==> config.mk <==
export PLATFORM = sky130hd
export DESIGN_NAME = variable_partition_allocator
export DESIGN_NICKNAME = d
export VERILOG_FILES = /design/src/design/vpa_pkg.sv /design/src/design/variable_partition_allocator.sv
export SDC_FILE = /design/constraint.sdc
export NUM_CORES = 2
export LEC_CHECK = 0
export BUFFER_PORTS_ARGS = -buffer_cell sky130_fd_sc_hd__buf_2
export CAP_MARGIN = 20
export CORE_ASPECT_RATIO = 0.9
export CORE_MARGIN = 3
export CORE_UTILIZATION = 40
export DETAILED_ROUTE_END_ITERATION = 8
export GPL_ROUTABILITY_DRIVEN = 0
export HOLD_SLACK_MARGIN = 0.02
export PLACE_DENSITY = 0.63
export SLEW_MARGIN = 25
export SYNTH_ARGS = -nofsm -noshare
export SYNTH_HDL_FRONTEND = slang
export SYNTH_SLANG_ARGS = --single-unit
==> constraint.sdc <==
create_clock -name clock -period 8.5 [get_ports clock]
set_clock_uncertainty 0.2 [all_clocks]
set_input_delay 2.55 -clock clock [delete_from_list [all_inputs] [get_ports clock]]
set_output_delay 2.55 -clock clock [all_outputs]
set_load 0.01 [all_outputs]
==> src/design/vpa_pkg.sv <==
// ----------------------------------------------------------------------------
// vpa_pkg
// Shared types and constants for the variable partition allocator.
// ----------------------------------------------------------------------------
`default_nettype none

package vpa_pkg;

   localparam int FREE_ENTRIES_DEF = 16;
   localparam int USED_ENTRIES_DEF = 16;
   localparam int ADDR_BITS_DEF    = 16;
   localparam logic [15:0] TOTAL_RESET = 16'd1024;

   localparam logic [2:0] ST_OK      = 3'd0;
   localparam logic [2:0] ST_NOFIT   = 3'd1;
   localparam logic [2:0] ST_NOID    = 3'd2;
   localparam logic [2:0] ST_BADSIZE = 3'd3;
   localparam logic [2:0] ST_FULL    = 3'd4;

   localparam logic FUNC_ALLOC = 1'b0;
   localparam logic FUNC_FREE  = 1'b1;

   localparam logic [1:0] MODE_FIRST = 2'd0;
   localparam logic [1:0] MODE_BEST  = 2'd1;
   localparam logic [1:0] MODE_WORST = 2'd2;

   localparam logic REG_TOTAL = 1'b0;
   localparam logic REG_MODE  = 1'b1;

   typedef struct packed {
      logic        func;
      logic [15:0] req_size;
      logic [15:0] kill_id;
   } req_type;

   typedef struct packed {
      logic [2:0]  status;
      logic [15:0] block_id;
      logic [15:0] base_addr;
      logic [15:0] block_size;
   } rsp_type;

endpackage

`default_nettype wire

==> src/design/variable_partition_allocator.sv <==
// ----------------------------------------------------------------------------
// variable_partition_allocator
// First / best / worst fit allocator over an address-sorted free table.
// ----------------------------------------------------------------------------
// channel  ports                         handshake
// req      start busy req_data           start & !busy
// rsp      rsp_valid rsp_data            strobe, one cycle, no backpressure
// csr      csr_valid csr_ready csr_index csr_data   valid & ready
//
// An item walks the tables one entry per cycle through a single compare
// unit: an allocate scans the free table, then inserts into the used table;
// a free finds and deletes its used entry, then inserts a free entry.
// Table shifts move one entry per cycle. Reset is synchronous and leaves
// one free extent of 1024. The result strobe cannot be held off.
// ----------------------------------------------------------------------------
`default_nettype none

module variable_partition_allocator #(
   parameter int FREE_ENTRIES = vpa_pkg::FREE_ENTRIES_DEF,
   parameter int USED_ENTRIES = vpa_pkg::USED_ENTRIES_DEF,
   parameter int ADDR_BITS    = vpa_pkg::ADDR_BITS_DEF
) (
   input  wire logic             clock,
   input  wire logic             reset,
   input  wire logic             start,
   output logic                  busy,
   input  wire vpa_pkg::req_type req_data,
   output logic                  rsp_valid,
   output vpa_pkg::rsp_type      rsp_data,
   input  wire logic             csr_valid,
   output logic                  csr_ready,
   input  wire logic             csr_index,
   input  wire logic [15:0]      csr_data
);

   localparam int FW = $clog2(FREE_ENTRIES);
   localparam int UW = $clog2(USED_ENTRIES);
   localparam int FC = $clog2(FREE_ENTRIES + 1);
   localparam int UC = $clog2(USED_ENTRIES + 1);
   localparam int A  = ADDR_BITS;

   typedef enum logic [3:0] {
      S_IDLE, S_SCAN, S_FREE_SH, S_USED_POS, S_USED_SH, S_USED_PUT,
      S_FIND, S_USED_DEL, S_FREE_POS, S_FREE_INS, S_FREE_PUT, S_DONE
   } state_type;

   state_type        state_ff;
   logic [A-1:0]     fs_ff [FREE_ENTRIES];
   logic [A-1:0]     fl_ff [FREE_ENTRIES];
   logic [15:0]      ui_ff [USED_ENTRIES];
   logic [A-1:0]     us_ff [USED_ENTRIES];
   logic [A-1:0]     ul_ff [USED_ENTRIES];
   logic [FC-1:0]    fcnt_ff;
   logic [UC-1:0]    ucnt_ff;
   logic [15:0]      idc_ff;
   logic [1:0]       mode_ff;
   logic [FC-1:0]    fi_ff;
   logic [UC-1:0]    ui_idx_ff;
   logic [UC-1:0]    uj_ff;
   logic [FC-1:0]    best_ff;
   logic [A-1:0]     bleft_ff;
   logic             found_ff;
   logic [A-1:0]     size_ff;
   logic [A-1:0]     addr_ff;
   logic [15:0]      id_ff;
   vpa_pkg::rsp_type rsp_ff;
   logic             rv_ff;

   // shared unit: one subtract and compare per cycle
   logic [A-1:0] cur_len, left;
   logic         fits, better;
   always_comb begin
      cur_len = fl_ff[fi_ff[FW-1:0]];
      fits    = cur_len >= size_ff;
      left    = cur_len - size_ff;
      better  = !found_ff ||
                (mode_ff == vpa_pkg::MODE_BEST  && left < bleft_ff) ||
                (mode_ff == vpa_pkg::MODE_WORST && left > bleft_ff);
   end

   assign busy      = state_ff != S_IDLE;
   assign csr_ready = state_ff == S_IDLE && !start;
   assign rsp_valid = rv_ff;
   assign rsp_data  = rsp_ff;

   always_ff @(posedge clock) begin
      if (reset) begin
         rv_ff    <= 1'b0;
         state_ff <= S_IDLE;
         fs_ff[0] <= '0;
         fl_ff[0] <= A'(vpa_pkg::TOTAL_RESET);
         fcnt_ff  <= FC'(1);
         ucnt_ff  <= '0;
         idc_ff   <= '0;
         mode_ff  <= vpa_pkg::MODE_FIRST;
      end else begin
         rv_ff <= state_ff == S_DONE;
         case (state_ff)
            S_IDLE: begin
               if (start) begin
                  size_ff   <= A'(req_data.req_size);
                  fi_ff     <= '0;
                  ui_idx_ff <= '0;
                  found_ff  <= 1'b0;
                  if (req_data.func == vpa_pkg::FUNC_FREE) begin
                     id_ff    <= req_data.kill_id;
                     state_ff <= S_FIND;
                  end else if (A'(req_data.req_size) == '0) begin
                     rsp_ff   <= '{vpa_pkg::ST_BADSIZE, 16'd0, 16'd0, 16'd0};
                     state_ff <= S_DONE;
                  end else begin
                     idc_ff <= idc_ff + 16'd1;
                     id_ff  <= idc_ff + 16'd1;
                     if (ucnt_ff >= UC'(USED_ENTRIES)) begin
                        rsp_ff   <= '{vpa_pkg::ST_FULL, idc_ff + 16'd1, 16'd0, 16'd0};
                        state_ff <= S_DONE;
                     end else begin
                        state_ff <= S_SCAN;
                     end
                  end
               end else if (csr_valid) begin
                  if (csr_index == vpa_pkg::REG_TOTAL) begin
                     fs_ff[0] <= '0;
                     fl_ff[0] <= A'(csr_data);
                     fcnt_ff  <= (A'(csr_data) != '0) ? FC'(1) : FC'(0);
                     ucnt_ff  <= '0;
                  end else begin
                     mode_ff <= csr_data[1:0];
                  end
               end
            end
            S_SCAN: begin
               if (fi_ff >= fcnt_ff || (found_ff && mode_ff != vpa_pkg::MODE_BEST &&
                                        mode_ff != vpa_pkg::MODE_WORST)) begin
                  if (!found_ff) begin
                     rsp_ff   <= '{vpa_pkg::ST_NOFIT, id_ff, 16'd0, 16'd0};
                     state_ff <= S_DONE;
                  end else begin
                     addr_ff <= fs_ff[best_ff[FW-1:0]];
                     if (fl_ff[best_ff[FW-1:0]] == size_ff) begin
                        fi_ff    <= best_ff;
                        state_ff <= S_FREE_SH;
                     end else begin
                        fs_ff[best_ff[FW-1:0]] <= fs_ff[best_ff[FW-1:0]] + size_ff;
                        fl_ff[best_ff[FW-1:0]] <= fl_ff[best_ff[FW-1:0]] - size_ff;
                        state_ff <= S_USED_POS;
                     end
                  end
               end else begin
                  if (fits && better) begin
                     found_ff <= 1'b1;
                     best_ff  <= fi_ff;
                     bleft_ff <= left;
                  end
                  fi_ff <= fi_ff + FC'(1);
               end
            end
            S_FREE_SH: begin
               if (fi_ff + FC'(1) < fcnt_ff) begin
                  fs_ff[fi_ff[FW-1:0]] <= fs_ff[FW'(fi_ff + FC'(1))];
                  fl_ff[fi_ff[FW-1:0]] <= fl_ff[FW'(fi_ff + FC'(1))];
                  fi_ff <= fi_ff + FC'(1);
               end else begin
                  fcnt_ff  <= fcnt_ff - FC'(1);
                  state_ff <= S_USED_POS;
               end
            end
            S_USED_POS: begin
               if (ui_idx_ff < ucnt_ff && us_ff[ui_idx_ff[UW-1:0]] <= addr_ff) begin
                  ui_idx_ff <= ui_idx_ff + UC'(1);
               end else begin
                  uj_ff    <= ucnt_ff;
                  state_ff <= S_USED_SH;
               end
            end
            S_USED_SH: begin
               // uj_ff walks down from the count to the insert point
               if (uj_ff > ui_idx_ff) begin
                  ui_ff[uj_ff[UW-1:0]] <= ui_ff[UW'(uj_ff - UC'(1))];
                  us_ff[uj_ff[UW-1:0]] <= us_ff[UW'(uj_ff - UC'(1))];
                  ul_ff[uj_ff[UW-1:0]] <= ul_ff[UW'(uj_ff - UC'(1))];
                  uj_ff <= uj_ff - UC'(1);
               end else begin
                  state_ff <= S_USED_PUT;
               end
            end
            S_USED_PUT: begin
               ui_ff[ui_idx_ff[UW-1:0]] <= id_ff;
               us_ff[ui_idx_ff[UW-1:0]] <= addr_ff;
               ul_ff[ui_idx_ff[UW-1:0]] <= size_ff;
               ucnt_ff  <= ucnt_ff + UC'(1);
               rsp_ff   <= '{vpa_pkg::ST_OK, id_ff, 16'(addr_ff), 16'(size_ff)};
               state_ff <= S_DONE;
            end
            S_FIND: begin
               if (ui_idx_ff >= ucnt_ff) begin
                  rsp_ff   <= '{vpa_pkg::ST_NOID, id_ff, 16'd0, 16'd0};
                  state_ff <= S_DONE;
               end else if (ui_ff[ui_idx_ff[UW-1:0]] == id_ff) begin
                  addr_ff <= us_ff[ui_idx_ff[UW-1:0]];
                  size_ff <= ul_ff[ui_idx_ff[UW-1:0]];
                  if (fcnt_ff >= FC'(FREE_ENTRIES)) begin
                     rsp_ff <= '{vpa_pkg::ST_FULL, id_ff,
                                 16'(us_ff[ui_idx_ff[UW-1:0]]),
                                 16'(ul_ff[ui_idx_ff[UW-1:0]])};
                     state_ff <= S_DONE;
                  end else begin
                     state_ff <= S_USED_DEL;
                  end
               end else begin
                  ui_idx_ff <= ui_idx_ff + UC'(1);
               end
            end
            S_USED_DEL: begin
               if (ui_idx_ff + UC'(1) < ucnt_ff) begin
                  ui_ff[ui_idx_ff[UW-1:0]] <= ui_ff[UW'(ui_idx_ff + UC'(1))];
                  us_ff[ui_idx_ff[UW-1:0]] <= us_ff[UW'(ui_idx_ff + UC'(1))];
                  ul_ff[ui_idx_ff[UW-1:0]] <= ul_ff[UW'(ui_idx_ff + UC'(1))];
                  ui_idx_ff <= ui_idx_ff + UC'(1);
               end else begin
                  ucnt_ff  <= ucnt_ff - UC'(1);
                  fi_ff    <= '0;
                  state_ff <= S_FREE_POS;
               end
            end
            S_FREE_POS: begin
               if (fi_ff < fcnt_ff && fs_ff[fi_ff[FW-1:0]] <= addr_ff) begin
                  fi_ff <= fi_ff + FC'(1);
               end else begin
                  best_ff  <= fcnt_ff;
                  state_ff <= S_FREE_INS;
               end
            end
            S_FREE_INS: begin
               // best_ff walks down from the count to the insert point
               if (best_ff > fi_ff) begin
                  fs_ff[best_ff[FW-1:0]] <= fs_ff[FW'(best_ff - FC'(1))];
                  fl_ff[best_ff[FW-1:0]] <= fl_ff[FW'(best_ff - FC'(1))];
                  best_ff <= best_ff - FC'(1);
               end else begin
                  state_ff <= S_FREE_PUT;
               end
            end
            S_FREE_PUT: begin
               fs_ff[fi_ff[FW-1:0]] <= addr_ff;
               fl_ff[fi_ff[FW-1:0]] <= size_ff;
               fcnt_ff  <= fcnt_ff + FC'(1);
               rsp_ff   <= '{vpa_pkg::ST_OK, id_ff, 16'(addr_ff), 16'(size_ff)};
               state_ff <= S_DONE;
            end
            S_DONE: begin
               state_ff <= S_IDLE;
            end
            default: state_ff <= S_IDLE;
         endcase
      end
   end

endmodule

`default_nettype wire

==> results.md <==
- Dpl ws: 1.30 ns
- Port bufs: 107
- Yosys Warn Count: 0
- Mean Syn Cell Area: 16.3 um2
- Post-synthesis adder-cell area fraction: 0.0208
- Peak supply drop: 0.314 mV
- Layout cell share with drive strength beyond 1: 0.353
- Post-DP HPWL: 171000 um
- Reg clk slew, reported paths: 0.06 ns
- CP peak stage delay: 0.74 ns
- First-pass DRT Iterations: 6
- Tightest Pin Transition: 1.22 ns
- Run status: completed
- Kind of start point of the critical path: flop
- Critical path endpoint category: flop
- #FFs+latches synth: 1461
- Setup total negative slack: 0 ns
- Max-cap violations: 0
- DRC: 0
- Core Rows: 160
- Post-Synth XOR/XNOR Area: 0.0118
- Sink Count: 1461
- Worst Path Required: 8.80 ns
- RSZ-0062 raised after global routing: false
- Final Hold Viols: 0
- Vias post-DR: 57723
- Clock root buffer: clkbuf_16
- Max Fclk: 138 MHz
- Max-slew violations: 0
- Compound-Gate Fraction of Synth Area: 0.0466
- Part of the Yosys area used for sequential elements: 0.505
- R2R Setup Slk: 1.27 ns
- H-tree Lvls: 4
- GR Util All Layers: 0.258
- Fin crit period: 7.23 ns
- Layout Nets: 5523
- Via/cell ratio: 6.95
- Max stage delay cell, worst path: dfxtp_4
- Initial DRC count: 8573
- Initial antenna violation count: 9
- Post-cts resize count: 0
- CTS tree: built
- Die Span Y: 446 um
- Worst EP arrival: 7.53 ns
- Ys flop type: edfxtp_1
- Synth cell types: 76
- HP Class: flop to flop
- Crit share post-route: 0.850
- Cell taking the most area after synthesis: edfxtp_1
- Maximum clock insertion buffer count: 3
- Number of synthesized flops with an enable pin: 1416
- Initial core utilization: 0.405
- Via count of the first global-routing pass: 56105
- Total wire length: 288000 um
- Power density over the cells: 314 nW/um2
- Mapped Nets: 5456
- Worst-path cell chain: buf_4 > mux4_2 > mux4_2 > ha_1 > or3_1 > o21ai_0 > o31ai_1 > o41ai_1 > o2111ai_1 > a21oi_1 > xnor2_1 > ha_1 > a211oi_1 > o31ai_1 > a221o_1 > a21oi_1 > and3b_1 > nor3_1 > o211ai_1 > inv_1
- Routed Antenna Nets: 0
- Synth area leaders: edfxtp_1, mux4_2, nand2_1
- Async SR Flop Fraction: 0
- First-pass GRT wire length: 411000 um
- Kind of critical path: flop to flop
- DR WL/cell: 34.7 um
- Setup violations, final: 0
- Reported leakage power: 31.3 nW
- CP max FO: 28
- Yosys top cell area share: 0.495
- Largest net degree at the start of global routing: 138
- TritonCTS buffer count: 160
- Clock Latency Late Sink: 0.83 ns
- Multiplexer share of the synthesized area: 0.337
- Die ar.: 221000 um2
- Global route overflow: 0
- Postcts setup bufs: 0
- DIE WIDTH: 495 um
- Synth Cell Area: 86000 um2
- Largest family of logic cells by synthesized area: multiplexers
- Num ports: 108
- Area grow syn2layout: 11.9%
- Core ar.: 212000 um2
- Mapped Cells: 5262
- Post-CTS Hold Buffers: 0
- Slew HR: 0.184
- Synth Area in Simple Gates: 0.0536
- Setup ws final: 1.27 ns
final timing paths:
path | from | end | depth (start not counted)
setup / recovery | flop | best_ff[3]$_DFFE_PP_ | 20
hold / removal | mode_ff[1]$_SDFFE_PP0P_ | mode_ff[1]$_SDFFE_PP0P_ | 2
setup reg to reg | flop | best_ff[3]$_DFFE_PP_ | 20
hold reg to reg | mode_ff[1]$_SDFFE_PP0P_ | mode_ff[1]$_SDFFE_PP0P_ | 2
per-layer routing:
metal	GRT usage	part of all wire	up-vias
met1	0.354	0.37	30080
met2	0.369	0.43	4505
met3	0.0840	0.13	798
li1	-	-	22330
met5	0	0.00037	-
met4	0.127	0.056	10
state kept, by name, summed over array words and instances, names as in the netlist, named ones only:
signal,cells
fs_ff,256
us_ff,256
ui_idx_ff,5
size_ff,16
rsp_valid,1
id_ff,16
ui_ff,256
addr_ff,16
ul_ff,256
mode_ff,2
state_ff,4
uj_ff,5
fl_ff,256
rsp_data,51
found_ff,1
best_ff,5
fcnt_ff,5
fi_ff,5
bleft_ff,16
ucnt_ff,5
idc_ff,16
where the power goes:
| group | leakage, nW | internal [mW] | switching, mW |
|---|---|---|---|
| Sequential | 13.3 | 8.93 | 0.697 |
| Clock | 2.56 | 4.03 | 3.06 |
| Combinational | 15.5 | 6.08 | 7.38 |
| Total | 31.3 | 19.0 | 11.1 |
cell type report:
class / count / area [um2]
Clock buffer: 190 / 4140
Fill cell: 18066 / 116000
Clock inverter: 106 / 1130
Timing Repair Buffer: 335 / 2570
Multi-Input combinational cell: 3246 / 40900
Sequential cell: 1461 / 43500
Inverter: 125 / 474
Antenna cell: 5 / 12.5
Tap cell: 2835 / 3550
placed cells by master (no fill, tap or decap), drive strengths merged, types with 66 or more instances in the layout:
cell type and instances:
a21oi 108, clkbuf 220, buf 305, nor2 278
edfxtp 1416, mux4 1245, xnor2 74, nand3 78
ha 135, nand2 472, clkinv 73, o21ai 131
inv 136, a22oi 66
through the flow:
stage	hold slack [ns]	instances	utilization	power [mW]	cell area, um2
after floorplan	0.278	5262	-	18.9	86000
after global placement	0.293	7943	0.426	22.8	90400
after detailed placement	0.318	7950	0.426	22.9	90500
after CTS	0.333	8246	0.451	30.0	95800
after global routing	0.349	8299	0.453	31.4	96200
final	0.325	8303	0.453	30.2	96200
critical path: cells and delay by family (launching register included):
family	cells	cell delay, ns
multiplexers	2	1.13
AO/OA/AOI/OAI	10	2.23
flip-flops	1	0.74
adder cells (fa/ha/maj)	2	0.66
AND/OR/NAND/NOR	3	0.86
XOR/XNOR	1	0.16
buffers and inverters	2	0.86
Yosys cell counts (12+ instances only):
library cell and number:
nor4_1 20, mux2_2 25, a21o_1 40, buf_1 105, buf_2 33, mux2i_1 62, inv_1 122, and3_1 58
xor2_1 42, o21ai_0 129, nand4_1 26, o22ai_1 65, a21oi_1 107, xnor2_1 74, ha_1 135, nand2_1 472
a211oi_1 12, nor2b_1 21, nand3_1 78, nand2b_1 17, a22o_1 38, a31oi_1 54, a221oi_1 15, nor2_1 277
mux4_2 1238, dfxtp_1 45, clkbuf_1 288, edfxtp_1 1416, nor3_1 34, a22oi_1 66
logic make-up after synthesis:
logic type,Yosys count
compound gates,612
xor+xnor,116
fa+ha+maj,140
buf+inv,555
flops,1461
mux,1332
simple gates,1046
(Power assumes the default switching activity.)
